--- src/nps_pkg.sv ---
// ----------------------------------------------------------------------------
// nps_pkg
// Types and constants shared by the nearest point search block.
// ----------------------------------------------------------------------------
`default_nettype none

package nps_pkg;

  localparam int NODE_DEPTH_DEF = 256;

  localparam int CFG_IDX_W  = 1;
  localparam int CFG_DATA_W = 34;
  localparam int COUNT_W    = 9;
  localparam int DIST_W     = 34;

  localparam logic [CFG_IDX_W-1:0] CFG_NODE_COUNT   = 1'd0;
  localparam logic [CFG_IDX_W-1:0] CFG_MAX_DISTANCE = 1'd1;

  localparam logic [DIST_W-1:0] DIST_RESET = 34'd10000000;

  localparam logic REQ_WRITE = 1'b0;
  localparam logic REQ_QUERY = 1'b1;

  typedef struct packed {
    logic signed [15:0] x;
    logic signed [15:0] z;
  } point_t;

  typedef struct packed {
    logic               req_type;
    logic        [7:0]  slot;
    logic signed [15:0] coord_x;
    logic signed [15:0] coord_z;
  } in_item_t;

  typedef struct packed {
    logic              found;
    logic [7:0]        nearest_slot;
    logic [DIST_W-1:0] nearest_distance;
  } out_item_t;

endpackage

`default_nettype wire

--- src/nps_dist.sv ---
// ----------------------------------------------------------------------------
// nps_dist
// Three-stage squared planar distance: difference, square, sum.
// ----------------------------------------------------------------------------
`default_nettype none

module nps_dist #(
  parameter int AW = 8
) (
  input  wire logic              clk,
  input  wire logic              rst,
  input  wire logic              in_valid,
  input  wire logic [AW-1:0]     in_idx,
  input  wire nps_pkg::point_t   node,
  input  wire nps_pkg::point_t   query,
  output logic                   out_valid,
  output logic [AW-1:0]          out_idx,
  output logic [32:0]            out_dist
);
  import nps_pkg::*;

  logic               a_valid;
  logic [AW-1:0]      a_idx;
  logic signed [16:0] a_dx;
  logic signed [16:0] a_dz;
  logic               b_valid;
  logic [AW-1:0]      b_idx;
  logic [31:0]        b_sqx;
  logic [31:0]        b_sqz;
  logic signed [33:0] px;
  logic signed [33:0] pz;

  assign px = a_dx * a_dx;
  assign pz = a_dz * a_dz;

  always_ff @(posedge clk) begin
    if (rst) begin
      a_valid   <= 1'b0;
      b_valid   <= 1'b0;
      out_valid <= 1'b0;
    end else begin
      a_valid   <= in_valid;
      b_valid   <= a_valid;
      out_valid <= b_valid;
    end
    a_idx    <= in_idx;
    a_dx     <= {node.x[15], node.x} - {query.x[15], query.x};
    a_dz     <= {node.z[15], node.z} - {query.z[15], query.z};
    b_idx    <= a_idx;
    b_sqx    <= px[31:0];
    b_sqz    <= pz[31:0];
    out_idx  <= b_idx;
    out_dist <= {1'b0, b_sqx} + {1'b0, b_sqz};
  end

endmodule

`default_nettype wire

--- config.mk ---
export PLATFORM = sky130hd
export DESIGN_NAME = nps_dist
export DESIGN_NICKNAME = d
export VERILOG_FILES = /design/src/nps_pkg.sv /design/src/nps_dist.sv
export SDC_FILE = /design/constraint.sdc
export NUM_CORES = 1
export LEC_CHECK = 0
export BUFFER_PORTS_ARGS = -buffer_cell sky130_fd_sc_hd__buf_4
export CORE_MARGIN = 2
export CORE_UTILIZATION = 40
export CTS_CLUSTER_DIAMETER = 60
export DETAILED_ROUTE_END_ITERATION = 10
export HOLD_SLACK_MARGIN = 0.15
export MAX_ROUTING_LAYER = met4
export PLACE_DENSITY = 0.6
export SLEW_MARGIN = 20
export SYNTH_ARGS = -nofsm -noshare
export SYNTH_HDL_FRONTEND = slang
export SYNTH_SLANG_ARGS = --single-unit
--- constraint.sdc ---
create_clock -name clk -period 6.25 [get_ports clk]
set_input_delay 1.875 -clock clk [delete_from_list [all_inputs] [get_ports clk]]
set_output_delay 1.875 -clock clk [all_outputs]
set_load 0.005 [all_outputs]
==> impl_metrics.json <==
{
  "status": "finished clean",
  "synth.distinct_cells": 53,
  "synth_area_per_cell_um2": 9.50,
  "tightest_slew_ps": 688,
  "yosys_warnings": 0,
  "crit_buf_inv": 5,
  "fin_crit_ps": 6010,
  "period_share_pct": 96.1,
  "ant_nets": 0,
  "drv_cap": 0,
  "design.portCount": 117,
  "grt_pass1_wl_mm": 85.3,
  "grt_usage_pct": 17.3,
  "drive_gt1_share_pct": 11.6,
  "hold_viol": 0,
  "wl_per_cell_um": 13.8,
  "core_area_um2": 60400,
  "crit_family": "adder cells",
  "remaining_drc_errors": 0,
  "setup_viol": 0,
  "final_common_cell": "inv_1",
  "cts_buffers": 17,
  "antenna_found_initial": 0,
  "grt_max_degree": 19,
  "fill_cells": 5810,
  "overflow": 0,
  "vias": 16800,
  "crit_top_cell": "fa_1",
  "routabilityCongestion": 0.898,
  "cpMaxStageDelayCell": "fa_1",
  "synth-seq-area-share_pct": 12.8,
  "ys.flop_type": "dfxtp_1",
  "max_freq_mhz": 166,
  "fp.dieArea_um2": 63100,
  "synth-edff-count": 0,
  "num_antenna_cells": 0,
  "regArea_um2": 3160,
  "startpoint_type": "flip-flop",
  "skew_ps": 16.7,
  "rows": 90,
  "fin_nets": 3586,
  "h-tree-depth": 4,
  "drt-initial-drc-count": 677,
  "final_cell_mix": "729 x inv_1, 512 x fa_1, 224 x ha_1",
  "crit_fanout": 18,
  "cts.path.max_buffers": 2,
  "synthArstFlopShare_pct": 0,
  "final-max-slew-violation-count": 0,
  "rsz0062_at_grt": "yes",
  "path_class": "reg -> reg",
  "cp_data_arrival_time_ps": 6410,
  "hp-class": "reg -> reg",
  "cts-root-buf": "clkbuf_16",
  "cts_tree": "built",
  "synthesis.nets": 3389,
  "viasPerCell": 4.70,
  "synthCells": 2572,
  "path_clk_slew_ps": 70,
  "required_ps": 6650,
  "first_pass_iters": 5,
  "cts_sinks": 156,
  "multi_input_area_um2": 18500,
  "port_buffers": 116,
  "grt_pass1_vias": 18400,
  "dp.final_hpwl_mm": 43.6,
  "syn2layout_area_growth_pct": 13.4,
  "ctsHoldBuffers": 0,
  "die_x_um": 251,
  "ys_seq_elements": 156,
  "end_kind": "flip-flop",
  "slew_headroom_pct": 53.5,
  "critical-path-max-stage-delay_ps": 590,
  "fp.dieH_um": 251,
  "fin_util_pct": 45.9,
  "initial_core_util_pct": 40.5,
  "clkLatencyLatePin_ps": 480,
  "syn-cell-area_um2": 24400,
  "drt-total-wl_mm": 49.3,
  "worstPathCellList": "buf_12, nand2_1, fa_1, fa_1, fa_1, inv_1, fa_1, fa_1, inv_1, fa_1, inv_1, ha_1, a21o_1, a211o_1, a41oi_2, a21boi_1, a21oi_1, buf_4, nand2_1, a311o_1, a21oi_1, xor2_1"
}
-- synth_stat cells, types with 30 or more instances --
| cell | count | area share (%) |
|---|---|---|
| ha_1 | 228 | 12 |
| dfxtp_1 | 156 | 13 |
| nand2_1 | 193 | 3.0 |
| fa_1 | 514 | 42 |
| xor2_1 | 30 | 1.1 |
| and2_1 | 109 | 2.8 |
| clkbuf_1 | 47 | 0.72 |
| nor2_1 | 109 | 1.7 |
| inv_1 | 734 | 11 |
| a21oi_1 | 63 | 1.3 |
| a21o_1 | 32 | 0.98 |
| nor2b_1 | 40 | 1.0 |
| xnor2_1 | 101 | 3.6 |
-- state kept, by name (all words and copies together), names as in the netlist --
register / count
b_sqz: 31
b_sqx: 31
a_dx: 17
b_idx: 8
a_dz: 17
out_valid: 1
out_idx: 8
out_dist: 33
a_valid: 1
b_valid: 1
a_idx: 8
-- repair_timing --
item | in CTS | in global routing
resized for setup | 0 | 64
buffers inserted | 0 | 9
endpoints found under the setup margin | 0 | 13
-- area by class of cell --
cell class | instances | area share (%)
clock buffers | 19 | 1.60
clock inverters | 12 | 0.456
inverters | 734 | 9.99
multi-input cells | 1635 | 66.8
flip-flops and latches | 156 | 11.4
well taps | 782 | 3.53
repair buffers | 225 | 6.24
-- final timing paths --
kind	startpoint	end	slack, ps	cells past startpoint
hold reg to reg	b_idx[3]	out_idx[3]	330	0
setup reg to reg	a_dz[4]	b_sqz[31]	240	22
hold / removal	b_idx[3]	out_idx[3]	330	0
setup / recovery	a_dz[4]	b_sqz[31]	240	22
-- worst reg2reg max path, stage by stage (launching register included) --
cell and delay (ps):
dfxtp_1 380, buf_12 170, nand2_1 90, fa_1 560, fa_1 490, fa_1 590
inv_1 80, fa_1 490, fa_1 490, inv_1 50, fa_1 470, inv_1 40
ha_1 280, a21o_1 200, a211o_1 290, a41oi_2 200, a21boi_1 90, a21oi_1 140
buf_4 160, nand2_1 70, a311o_1 280, a21oi_1 180, xor2_1 160
-- per-layer routing --
metal / vias up / GRT usage (%) / part of all wire [%]
met3: 55 / 2.58 / 3.4
li1: 7974 / - / -
met5: - / - / 0
met1: 8498 / 21.6 / 43
met4: 0 / 4.46 / 1.7
met2: 232 / 29.6 / 52
-- through the flow --
step | worst slack (ps) | std cells | TNS, ps | area (µm²) | hold WS, ps
2_1_floorplan | 35.6 | 2572 | 0 | 24400 | 310
3_3_place_gp | 210 | 3523 | 0 | 26900 | 310
3_5_place_dp | 62.0 | 3523 | 0 | 26900 | 312
4_1_cts | 27.8 | 3554 | 0 | 27500 | 329
5_1_grt | -38.8 | 3563 | -96.0 | 27700 | 333
6_report | 241 | 3563 | 0 | 27700 | 327
-- cell families (layout without fill, tap and decap cells) --
kind of cell | Yosys count | after routing | synth area share [%]
and+or+nand+nor | 537 | 537 | 10.5
DFF | 156 | 156 | 12.8
muxes | 2 | 2 | 0.0922
AOI/OAI and AO/OA | 223 | 223 | 6.09
xor gates and xnor gates | 131 | 131 | 4.70
buffers and inverters | 781 | 990 | 12.0
adders and majority gates | 742 | 742 | 53.8
Power is not shown: default switching activity piles up to over one toggle a cycle in this logic, so the estimate is an artifact.
